==> src/hdl/tlsf_pkg.sv <==
// Shared constants and types for the tail line start finder.
// No dependencies; the top level, tlsf_tracker and tlsf_out import this package.
`default_nettype none
package tlsf_pkg;
   localparam int LINE_SLOTS  = 64;
   localparam int OFFSET_BITS = 32;
   localparam int CFG_BITS    = 7;
   localparam int BYTE_BITS   = 8;
   localparam int SLOT_BITS   = (LINE_SLOTS > 1) ? $clog2(LINE_SLOTS) : 1;
   localparam int CNT_BITS    = $clog2(LINE_SLOTS + 1);
   localparam logic [CFG_BITS-1:0]  LINE_COUNT_RESET = CFG_BITS'(10);
   localparam logic [BYTE_BITS-1:0] NEWLINE_CODE     = BYTE_BITS'(10);

   typedef struct packed {
      logic                   valid;
      logic                   zero;
      logic                   fwd;
      logic [OFFSET_BITS-1:0] fwd_data;
   } rd_req_type;
endpackage
`default_nettype wire

==> src/hdl/tail_line_start_finder.sv <==
// Top level of the tail line start finder: config register, tracker, ring RAM, result stage.
// Depends on tlsf_pkg, tlsf_ram, tlsf_tracker and tlsf_out.
`default_nettype none
// Takes one byte transaction per cycle with no gaps of its own; ready drops only while
// a finished result waits in both the read-data stage and the output register. The
// start offsets of the last line_count lines are kept in a 64-entry ring RAM with a
// registered read; the result of an end transaction passes through the RAM read
// register and the output register before it appears on rsp. A byte whose line start
// is written in the same cycle as the end read is forwarded around the RAM. The user
// must write line_count through csr only while idle; the block does not enforce this.
// 0 acts as 1 and values above 64 act as 64. The offset counter saturates at all ones.
module tail_line_start_finder (
   input  wire logic                             clock,
   input  wire logic                             reset,
   input  wire logic                             req_tvalid,
   output logic                                  req_tready,
   input  wire logic [7:0]                       req_tdata,  // data_byte
   input  wire logic                             req_tuser,  // byte_present
   input  wire logic                             req_tlast,  // end_of_stream
   output logic                                  rsp_tvalid,
   input  wire logic                             rsp_tready,
   output logic      [tlsf_pkg::OFFSET_BITS-1:0] rsp_tdata,  // start_offset
   input  wire logic                             csr_valid,
   output logic                                  csr_ready,
   input  wire logic [tlsf_pkg::CFG_BITS-1:0]    csr_data    // line_count
);
   import tlsf_pkg::*;

   logic [CFG_BITS-1:0]    line_count_ff;
   logic                   room;
   logic                   accept;
   logic                   wr_en;
   logic [SLOT_BITS-1:0]   wr_addr;
   logic [OFFSET_BITS-1:0] wr_data;
   logic                   rd_en;
   logic [SLOT_BITS-1:0]   rd_addr;
   logic [OFFSET_BITS-1:0] rd_data;
   rd_req_type             rd_req;

   assign csr_ready  = 1'b1;
   assign req_tready = room;
   assign accept     = req_tvalid && room;

   always_ff @(posedge clock) begin
      if (reset) begin
         line_count_ff <= LINE_COUNT_RESET;
      end else if (csr_valid) begin
         line_count_ff <= csr_data;
      end
   end

   tlsf_tracker u_tracker (
      .clock         (clock),
      .reset         (reset),
      .accept        (accept),
      .data_byte     (req_tdata),
      .byte_present  (req_tuser),
      .end_of_stream (req_tlast),
      .line_count    (line_count_ff),
      .wr_en         (wr_en),
      .wr_addr       (wr_addr),
      .wr_data       (wr_data),
      .rd_en         (rd_en),
      .rd_addr       (rd_addr),
      .rd_req        (rd_req)
   );

   tlsf_ram #(
      .WIDTH (OFFSET_BITS),
      .DEPTH (LINE_SLOTS)
   ) u_ring (
      .clock   (clock),
      .wr_en   (wr_en),
      .wr_addr (wr_addr),
      .wr_data (wr_data),
      .rd_en   (rd_en),
      .rd_addr (rd_addr),
      .rd_data (rd_data)
   );

   tlsf_out u_out (
      .clock      (clock),
      .reset      (reset),
      .rd_req     (rd_req),
      .rd_data    (rd_data),
      .room       (room),
      .rsp_tvalid (rsp_tvalid),
      .rsp_tready (rsp_tready),
      .rsp_tdata  (rsp_tdata)
   );
endmodule
`default_nettype wire

==> src/hdl/tlsf_ram.sv <==
// Generic single-write, single-read synchronous RAM with registered read data.
// No dependencies.
`default_nettype none
module tlsf_ram #(
   parameter int WIDTH = 32,
   parameter int DEPTH = 64
) (
   input  wire logic                     clock,
   input  wire logic                     wr_en,
   input  wire logic [$clog2(DEPTH)-1:0] wr_addr,
   input  wire logic [WIDTH-1:0]         wr_data,
   input  wire logic                     rd_en,
   input  wire logic [$clog2(DEPTH)-1:0] rd_addr,
   output logic      [WIDTH-1:0]         rd_data
);
   logic [WIDTH-1:0] mem [DEPTH];
   logic [WIDTH-1:0] rd_data_ff;

   always_ff @(posedge clock) begin
      if (wr_en) begin
         mem[wr_addr] <= wr_data;
      end
      if (rd_en) begin
         rd_data_ff <= mem[rd_addr];
      end
   end

   assign rd_data = rd_data_ff;
endmodule
`default_nettype wire

==> src/hdl/tlsf_tracker.sv <==
// Line start tracker: offset counter, ring pointers and ring write/read requests.
// Depends on tlsf_pkg.
`default_nettype none
module tlsf_tracker (
   input  wire logic                             clock,
   input  wire logic                             reset,
   input  wire logic                             accept,
   input  wire logic [tlsf_pkg::BYTE_BITS-1:0]   data_byte,
   input  wire logic                             byte_present,
   input  wire logic                             end_of_stream,
   input  wire logic [tlsf_pkg::CFG_BITS-1:0]    line_count,
   output logic                                  wr_en,
   output logic      [tlsf_pkg::SLOT_BITS-1:0]   wr_addr,
   output logic      [tlsf_pkg::OFFSET_BITS-1:0] wr_data,
   output logic                                  rd_en,
   output logic      [tlsf_pkg::SLOT_BITS-1:0]   rd_addr,
   output tlsf_pkg::rd_req_type                  rd_req
);
   import tlsf_pkg::*;

   logic [CNT_BITS-1:0]    held_ff, held_in;
   logic [SLOT_BITS-1:0]   oldest_ff, oldest_in;
   logic                   at_start_ff, at_start_in;
   logic [OFFSET_BITS-1:0] pos_ff, pos_in;
   logic [CNT_BITS-1:0]    n;
   logic [SLOT_BITS-1:0]   slot;
   logic [CNT_BITS-1:0]    slot_next;
   logic                   full;
   logic [SLOT_BITS-1:0]   ans_slot;

   always_comb begin
      if (line_count == '0) begin
         n = CNT_BITS'(1);
      end else if (int'(line_count) > LINE_SLOTS) begin
         n = CNT_BITS'(LINE_SLOTS);
      end else begin
         n = CNT_BITS'(line_count);
      end
   end

   always_comb begin
      held_in     = held_ff;
      oldest_in   = oldest_ff;
      at_start_in = at_start_ff;
      pos_in      = pos_ff;
      wr_en       = 1'b0;
      wr_addr     = SLOT_BITS'(held_ff);
      wr_data     = pos_ff;
      full        = held_ff >= n;
      slot        = (CNT_BITS'(oldest_ff) >= n) ? '0 : oldest_ff;
      slot_next   = CNT_BITS'(slot) + CNT_BITS'(1);
      if (byte_present) begin
         if (at_start_ff) begin
            wr_en = 1'b1;
            if (full) begin
               wr_addr   = slot;
               oldest_in = (slot_next >= n) ? '0 : SLOT_BITS'(slot_next);
            end else begin
               held_in = held_ff + CNT_BITS'(1);
            end
         end
         at_start_in = data_byte == NEWLINE_CODE;
         if (pos_ff != '1) begin
            pos_in = pos_ff + OFFSET_BITS'(1);
         end
      end
      wr_en = wr_en & accept;

      if (held_in >= n) begin
         ans_slot = (CNT_BITS'(oldest_in) >= n) ? '0 : oldest_in;
      end else begin
         ans_slot = '0;
      end
      rd_addr          = ans_slot;
      rd_en            = accept & end_of_stream;
      rd_req.valid     = rd_en;
      rd_req.zero      = held_in == '0;
      rd_req.fwd       = wr_en && (wr_addr == ans_slot);
      rd_req.fwd_data  = wr_data;

      if (end_of_stream) begin
         held_in     = '0;
         oldest_in   = '0;
         at_start_in = 1'b1;
         pos_in      = '0;
      end
   end

   always_ff @(posedge clock) begin
      if (reset) begin
         held_ff     <= '0;
         oldest_ff   <= '0;
         at_start_ff <= 1'b1;
         pos_ff      <= '0;
      end else if (accept) begin
         held_ff     <= held_in;
         oldest_ff   <= oldest_in;
         at_start_ff <= at_start_in;
         pos_ff      <= pos_in;
      end
   end

   a_held_bound: assert property (@(posedge clock) disable iff (reset)
      int'(held_ff) <= LINE_SLOTS)
      else $error("held count beyond ring size");
   a_wr_in_window: assert property (@(posedge clock) disable iff (reset)
      wr_en |-> CNT_BITS'(wr_addr) < n)
      else $error("ring write outside active window");
   a_end_clears: assert property (@(posedge clock) disable iff (reset)
      accept && end_of_stream |=> held_ff == '0 && pos_ff == '0 && at_start_ff)
      else $error("stream state not cleared after end");
   a_read_only_at_end: assert property (@(posedge clock) disable iff (reset)
      rd_en |-> accept && end_of_stream)
      else $error("ring read without end transaction");
endmodule
`default_nettype wire

==> src/hdl/tlsf_out.sv <==
// Result stage: aligns ring read data with forwarding, then holds the result register.
// Depends on tlsf_pkg.
`default_nettype none
module tlsf_out (
   input  wire logic                             clock,
   input  wire logic                             reset,
   input  tlsf_pkg::rd_req_type                  rd_req,
   input  wire logic [tlsf_pkg::OFFSET_BITS-1:0] rd_data,
   output logic                                  room,
   output logic                                  rsp_tvalid,
   input  wire logic                             rsp_tready,
   output logic      [tlsf_pkg::OFFSET_BITS-1:0] rsp_tdata
);
   import tlsf_pkg::*;

   logic                   s1_valid_ff;
   logic                   s1_zero_ff;
   logic                   s1_fwd_ff;
   logic [OFFSET_BITS-1:0] s1_fwd_data_ff;
   logic                   rsp_valid_ff;
   logic [OFFSET_BITS-1:0] rsp_data_ff;
   logic                   advance;
   logic [OFFSET_BITS-1:0] value;

   assign advance = s1_valid_ff && (!rsp_valid_ff || rsp_tready);
   assign room    = !s1_valid_ff || advance;
   assign value   = s1_zero_ff ? '0 : (s1_fwd_ff ? s1_fwd_data_ff : rd_data);

   always_ff @(posedge clock) begin
      if (reset) begin
         s1_valid_ff  <= 1'b0;
         rsp_valid_ff <= 1'b0;
      end else begin
         if (room) begin
            s1_valid_ff <= rd_req.valid;
         end
         if (advance) begin
            rsp_valid_ff <= 1'b1;
         end else if (rsp_tready) begin
            rsp_valid_ff <= 1'b0;
         end
      end
      if (room) begin
         s1_zero_ff     <= rd_req.zero;
         s1_fwd_ff      <= rd_req.fwd;
         s1_fwd_data_ff <= rd_req.fwd_data;
      end
      if (advance) begin
         rsp_data_ff <= value;
      end
   end

   assign rsp_tvalid = rsp_valid_ff;
   assign rsp_tdata  = rsp_data_ff;

   a_no_req_when_full: assert property (@(posedge clock) disable iff (reset)
      rd_req.valid |-> room)
      else $error("read issued while result stage is full");
   a_s1_holds: assert property (@(posedge clock) disable iff (reset)
      s1_valid_ff && !advance |=> s1_valid_ff && $stable(s1_zero_ff) && $stable(s1_fwd_ff))
      else $error("pending result lost");
   a_advance_fills: assert property (@(posedge clock) disable iff (reset)
      advance |=> rsp_valid_ff)
      else $error("result register not loaded");
endmodule
`default_nettype wire
==> config.mk <==
export PLATFORM = sky130hd
export DESIGN_NAME = tail_line_start_finder
export DESIGN_NICKNAME = d
export VERILOG_FILES = /design/src/hdl/tlsf_pkg.sv /design/src/hdl/tail_line_start_finder.sv /design/src/hdl/tlsf_ram.sv /design/src/hdl/tlsf_tracker.sv /design/src/hdl/tlsf_out.sv
export SDC_FILE = /design/constraint.sdc
export NUM_CORES = 2
export LEC_CHECK = 0
export ABC_AREA = 0
export BUFFER_PORTS_ARGS = -buffer_cell sky130_fd_sc_hd__buf_4
export CAP_MARGIN = 30
export CORE_ASPECT_RATIO = 0.9
export CORE_MARGIN = 2
export CORE_UTILIZATION = 45
export CTS_BUF_LIST = sky130_fd_sc_hd__clkbuf_16
export CTS_CLUSTER_DIAMETER = 200
export DETAILED_ROUTE_END_ITERATION = 10
export PLACE_DENSITY_LB_ADDON = 0.12
export SYNTH_ARGS = -nofsm -noshare
export SYNTH_HDL_FRONTEND = slang
export SYNTH_SLANG_ARGS = --single-unit
==> constraint.sdc <==
create_clock -name clock -period 12.1 [get_ports clock]
set_clock_uncertainty 0.2 [all_clocks]
set_input_delay 2.42 -clock clock [delete_from_list [all_inputs] [get_ports clock]]
set_output_delay 2.42 -clock clock [all_outputs]
set_load 0.01 [all_outputs]
After elaboration in Yosys (flattened, before gate mapping):

Memories as Yosys holds them, arrays and structs flattened. A register that Yosys moved wholly into a read port is not among the register bits.
Cells that the tools add are included.

* register bits after elaboration: 121
* latch bits: 0
* bits in writable memories: 2048
* memory bits (read-only): 0
* output and inout bits: 35
* logic and storage cells: 69
* memories kept: 1

* add/sub/neg operators: 3
* multiply operators: 0
* divide/modulo/power cells: 0
* $lt $le $gt $ge: 6
* equality and inequality tests: 3
* shift-type cells: 0
* mux-type cells: 29
* bitwise operators: 2
* reduce and logical (&&, ||, !) cells: 14

Memory list
* u_ring.mem: words 64, width 32, read ports 1, clocked after Yosys merged registers in 1, write ports 1, line tlsf_ram.sv:16 `logic [WIDTH-1:0] mem [DEPTH];`

Operators with widths (count)
* $mux W32: 4
* $mux W6: 11
* $mux W7: 6
* $add A32 B1 Y32 const B: 1
* $ne A32 B32 Y1 const B: 1
* $ge A7 B7 Y1: 3
* $ge A6 B7 Y1: 2
* $logic_not A7 Y1: 2
* $eq A8 B4 Y1 const B: 1
* $mux W1: 8
* $add A6 B1 Y7 const B: 1
* $add A7 B1 Y7 const B: 1
* $gt A7 B7 Y1 const B: 1
* $eq A6 B6 Y1: 1
* $reduce_bool A2 Y1: 3
* $logic_and A1 B1 Y1: 3
* $reduce_and A3 Y1: 1
* $and A1 B1 Y1: 2
* $logic_not A1 Y1: 2
* $logic_or A1 B1 Y1: 2
* $reduce_and A2 Y1: 1

Longest topological paths before layout:

* depth in word-level cells: 16
* depth in mapped cells: 38
* mapped depth without buffers: 30

Cells and area by module:

From an unflattened synthesis, not the netlist that was laid out.

* cell total of the unflattened synthesis: 3980
* area, all modules: 85499.5 µm²

Modules (own cells, without submodules)
* tlsf_ram: times used 1, cells each 3324, area each 78835.6 µm², seq. area each 62459.9 µm²
* tlsf_tracker: times used 1, cells each 485, area each 3808.7 µm², seq. area each 920.9 µm²
* tlsf_out: times used 1, cells each 146, area each 2582.5 µm², seq. area each 2021.9 µm²
* tail_line_start_finder: times used 1, cells each 25, area each 272.8 µm², seq. area each 140.1 µm²

Worst setup path after synthesis:

OpenSTA, ideal clock, no wires.

* path kind: reg2reg
* from: reg line_count_ff[1]
* to: reg u_ring.rd_data_ff[10] (netlist: u_ring.rd_data[10]) (read register of u_ring.mem) (data pin)
* arrival: 6.342 ns
* required time: 11.646 ns
* slack: 5.304 ns
* stages on the path, launching flop included: 37
* cell sequence: dfxtp_1 nor3_1 a21oi_1 nor2_1 ha_1 nand2b_1 a31oi_1 o21a_2 and2_1 ha_1 nand3_1 xor2_1 nor2_1 ha_1 nand4_1 and3_1 o21a_1 nand2_1 o211a_1 buf_2 inv_2 buf_2 buf_2 ha_1 a21o_1 a31oi_1 o22ai_1 or2_2 buf_4 a21o_1 buf_4 buf_2 mux2_2 a221oi_1 a221o_1 a31oi_1 a21o_1

* word-level cells in the longest chain between the ends: 14
* elaborated cells on any way between the ends: 20
* classes of those cells: add/sub (1); order compare (6); mux (12); reduce/logical (1)

Ends and longest elaborated chain
* from (decl): line tail_line_start_finder.sv:29 `logic [CFG_BITS-1:0] line_count_ff;`
* from (signal assigned): line tail_line_start_finder.sv:48 `line_count_ff <= csr_data;`
* $gt A7 B7 Y1: line tlsf_tracker.sv:34 `end else if (int'(line_count) > LINE_SLOTS) begin`
* $mux W7: line tlsf_tracker.sv:34
* $mux W7 (*): line tlsf_tracker.sv:32 `if (line_count == '0) begin`
* $ge A6 B7 Y1: line tlsf_tracker.sv:50 `slot = (CNT_BITS'(oldest_ff) >= n) ? '0 : oldest_ff;`
* $mux W6: line tlsf_tracker.sv:50
* $add A6 B1 Y7: line tlsf_tracker.sv:51 `slot_next = CNT_BITS'(slot) + CNT_BITS'(1);`
* $ge A7 B7 Y1: line tlsf_tracker.sv:57 `oldest_in = (slot_next >= n) ? '0 : SLOT_BITS'(slot_next);`
* $mux W6: line tlsf_tracker.sv:57
* $mux W6: line tlsf_tracker.sv:55 `if (full) begin`
* $mux W6: line tlsf_tracker.sv:53 `if (at_start_ff) begin`
* $mux W6: line tlsf_tracker.sv:52 `if (byte_present) begin`
* $ge A6 B7 Y1: line tlsf_tracker.sv:70 `ans_slot = (CNT_BITS'(oldest_in) >= n) ? '0 : oldest_in;`
* $mux W6: line tlsf_tracker.sv:70
* $mux W6 (*): line tlsf_tracker.sv:69 `if (held_in >= n) begin`
* to (decl): line tlsf_ram.sv:17 `logic [WIDTH-1:0] rd_data_ff;`

Every way passes the cells marked *; elsewhere a longest branch is shown, timed or not.
A chain may end at the register's enable or synchronous reset.

Final worst setup path:

* from: reg line_count_ff[1]
* to: reg u_ring.rd_data_ff[25] (netlist: u_ring.rd_data[25]) (read register of u_ring.mem) (data pin)

The elaborated chain is that of the path after synthesis.

==> reports/metrics.json <==
{
  "result_of_the_run": "complete, no violations",
  "cts.sink_count": 2201,
  "synthesis.area_per_instance_um2": 15.09,
  "initial_antenna_violation_count": 18,
  "synth_cell_types": 65,
  "grt_use_met3_pct": 4.734,
  "initial_core_util_pct": 45.40,
  "post_synth_edffs": 2146,
  "post-cts-setup-buffer-count": 0,
  "clkSlewWorstSetupHoldPaths_ns": 0.06,
  "vdd_drop_max_mv": 0.1576,
  "routed-via-count": 52840,
  "rows": 152,
  "synth.cell_area_mm2": 0.08678,
  "netlist_instances": 5749,
  "multiInputGateArea_mm2": 0.02020,
  "hold_violations": 0,
  "synth_top_flop_cell": "sky130_fd_sc_hd__edfxtp_1",
  "setup_total_negative_slack_ns": 0,
  "setup.worst_path.start_class": "flip-flop",
  "setup.worst_path.class": "reg -> reg",
  "top_level_ports": 57,
  "cts_tree": "built",
  "place.gp.congestion": 0.8995,
  "hold-worst-slack_ns": 0.3002,
  "grt_setup_unrepaired": "no",
  "cp_common_cell": "sky130_fd_sc_hd__ha_1",
  "first_global_vias": 50130,
  "area.growth.synth_to_final_pct": 13.23,
  "met2_usage_pct": 39.41,
  "synth.net_count": 5807,
  "count_of_port_buffers_added_during_placement": 55,
  "critical_path_peak_fanout": 72,
  "postRouteAntennaNets": 0,
  "post_cts_hold_buffer_count": 0,
  "async_reset_ff_share_pct": 0,
  "cts_resized": 0,
  "min_period_over_period_pct": 81.47,
  "final_util_pct": 51.41,
  "grt_most_used_layer": "met1",
  "powerDensity_mw_per_mm2": 154.2,
  "ys_ff_latch": 2201,
  "drv.max_cap_violation_count": 0,
  "timing.critical_path.to_type": "flip-flop",
  "avgViaCountPerCell": 6.142,
  "cp_slowest_cell": "sky130_fd_sc_hd__a21o_4",
  "dp_hpwl_um": 144400,
  "finalCriticalPeriod_ns": 9.857,
  "max-slew-margin-rel_pct": 26.90,
  "synth-seq-area-share_pct": 75.53,
  "fin_nets": 5922,
  "data_arrival_critical_path_ns": 10.28,
  "number_of_warning_messages_in_the_yosys_log": 0,
  "cts-htree-levels": 4,
  "die_h_um": 420.6,
  "total_wirelength_um": 269300,
  "max_slew.worst_pin.slew_ns": 1.091,
  "grt_first_pass_wirelength_um": 379200,
  "num-fill-cells": 15990,
  "placeableCoreArea_mm2": 0.1911,
  "final_layout_size_suffix_gt1_share_pct": 12.19,
  "power_leakage_nw": 36.42,
  "globalRouteMet1Util_pct": 41.49,
  "clock_tree.buffer_depth": 3,
  "seqCellArea_mm2": 0.06558,
  "critical_path_required_ns": 12.52,
  "drtIter0Drc": 7796,
  "horizontal_extent_of_the_die_um": 466.9,
  "hp-class": "reg -> reg",
  "gr-usage-all-layers_pct": 27.12,
  "cts.root.buffer_cell": "sky130_fd_sc_hd__clkbuf_16",
  "maxSlewViolCount": 0,
  "largest_net_degree_at_the_start_of_global_routing": 113,
  "setup_violations": 0,
  "clock_insertion_delay_worst_skew_ns": 0.88,
  "drtPass1Iterations": 6,
  "worst_path_largest_cell_delay_ns": 0.69,
  "drt-wirelength-per-cell_um": 31.30,
  "grt.overflow.total": 0,
  "fmax_mhz": 101.4,
  "fp.dieArea_mm2": 0.1964,
  "cts_buffers": 218,
  "drc_violations_left": 0
}
-- per-stage QoR --
| stage | instances | worst slack, ns | cell area, um2 | power [W] |
|---|---|---|---|---|
| 6_report | 8604 | 2.243 | 98260 | 0.01515 |
| 3_3_place_gp | 8165 | 2.131 | 90960 | 0.008678 |
| 4_1_cts | 8588 | 2.307 | 98110 | 0.01524 |
| 3_5_place_dp | 8179 | 2.375 | 91140 | 0.008681 |
| 2_1_floorplan | 5749 | 5.304 | 86780 | 0.008578 |
| 5_1_grt | 8595 | 1.677 | 98240 | 0.01554 |
-- power breakdown --
group | switching, W | internal [W] | total, W
combinational | 0.000165 | 0.0000757 | 0.000240
sequential | 0.0000145 | 0.00827 | 0.00828
clock | 0.00291 | 0.00372 | 0.00663
-- per-layer routing --
layer | vias up | share of wire, %
met4 | 2 | 2.8
li1 | 22500 | -
met3 | 368 | 9.7
met5 | - | 0.0056
met2 | 2769 | 43
met1 | 27200 | 44
-- placed cells by master (no fill, tap or decap), drive strengths merged, types with 19 or more instances in the layout --
cell,synthesis,routed
o311ai,32,32
a221o,33,33
nor2,235,235
a21oi,219,219
o31ai,33,33
nand2,988,988
edfxtp,2146,2146
a31oi,68,68
xnor2,20,20
buf,201,259
o32ai,32,32
ha,36,36
mux2,65,65
nor3,71,71
o22ai,65,65
clkinv,0,100
bufinv,0,19
a221oi,32,32
inv,14,78
dfxtp,55,55
o221ai,63,63
mux2i,451,451
a21o,39,39
nand3,249,249
a32oi,191,191
xor2,23,23
o21ai,117,117
clkbuf,163,222
-- registers in the layout, indices dropped and copies added (netlist names), 6 cells and up --
register	cells
u_ring.mem	2048
u_out.rsp_tdata	32
u_out.s1_fwd_data_ff	32
u_ring.rd_data	32
u_tracker.wr_data	32
line_count_ff	7
u_tracker.held_ff	7
u_tracker.oldest_ff	6
-- cells in the mapped netlist, types with 63 or more instances --
| cell | n | area (um2) |
|---|---|---|
| sky130_fd_sc_hd__a21oi_1 | 219 | 1096 |
| sky130_fd_sc_hd__a31oi_1 | 68 | 425.4 |
| sky130_fd_sc_hd__a32oi_1 | 191 | 1673 |
| sky130_fd_sc_hd__buf_2 | 145 | 725.7 |
| sky130_fd_sc_hd__clkbuf_1 | 163 | 611.8 |
| sky130_fd_sc_hd__edfxtp_1 | 2146 | 64440 |
| sky130_fd_sc_hd__mux2i_1 | 451 | 4514 |
| sky130_fd_sc_hd__nand2_1 | 988 | 3709 |
| sky130_fd_sc_hd__nand3_1 | 249 | 1246 |
| sky130_fd_sc_hd__nor2_1 | 232 | 870.8 |
| sky130_fd_sc_hd__nor3_1 | 69 | 345.3 |
| sky130_fd_sc_hd__o21ai_0 | 110 | 550.5 |
| sky130_fd_sc_hd__o221ai_1 | 63 | 551.8 |
| sky130_fd_sc_hd__o22ai_1 | 65 | 406.6 |
-- cells by family (layout without fill, tap and decap cells) --
family                     Yosys count  after routing  synth area share (%)
other                                1             11              0.004321
and+or+nand+nor                   1614           1614                 7.715
AOI/OAI and AO/OA                  960            960                 7.784
muxes                              516            516                 6.046
buffers and inverters              378            682                 1.970
xor gates and xnor gates            43             43                0.4340
adders and majority gates           36             36                0.5191
DFF                               2201           2201                 75.53
-- path summary, 6_finish.rpt --
path	start	to	slack, ns	depth (start not counted)
worst max register to register	line_count_ff[1]$_SDFFE_PP1P_	u_ring.rd_data[25]$_DFFE_PP_	2.24	31
worst min-delay path	u_tracker.at_start_ff$_SDFFE_PP1P_	u_tracker.at_start_ff$_SDFFE_PP1P_	0.30	2
worst min register to register	u_tracker.at_start_ff$_SDFFE_PP1P_	u_tracker.at_start_ff$_SDFFE_PP1P_	0.30	2
worst max-delay path	line_count_ff[1]$_SDFFE_PP1P_	u_ring.rd_data[25]$_DFFE_PP_	2.24	31
-- critical path, delay by kind of cell, from the launching register on --
| kind | cells | cell delay [ns] |
|---|---|---|
| buf+inv | 2 | 1.02 |
| mux | 1 | 0.27 |
| flops | 1 | 0.33 |
| simple gates | 12 | 2.77 |
| compound gates | 11 | 3.42 |
| fa+ha+maj | 4 | 1.26 |
| xor+xnor | 1 | 0.17 |
-- layout make-up --
| type | instances | area share, % |
|---|---|---|
| multi-input cells | 3170 | 20.55 |
| diodes | 10 | 0.02547 |
| well taps | 2541 | 3.236 |
| inverters | 14 | 0.06112 |
| clock inverters | 187 | 1.443 |
| repair buffers | 259 | 2.283 |
| flip-flops and latches | 2201 | 66.74 |
| clock buffers | 222 | 5.654 |
Power figures use the tool's default switching activity.
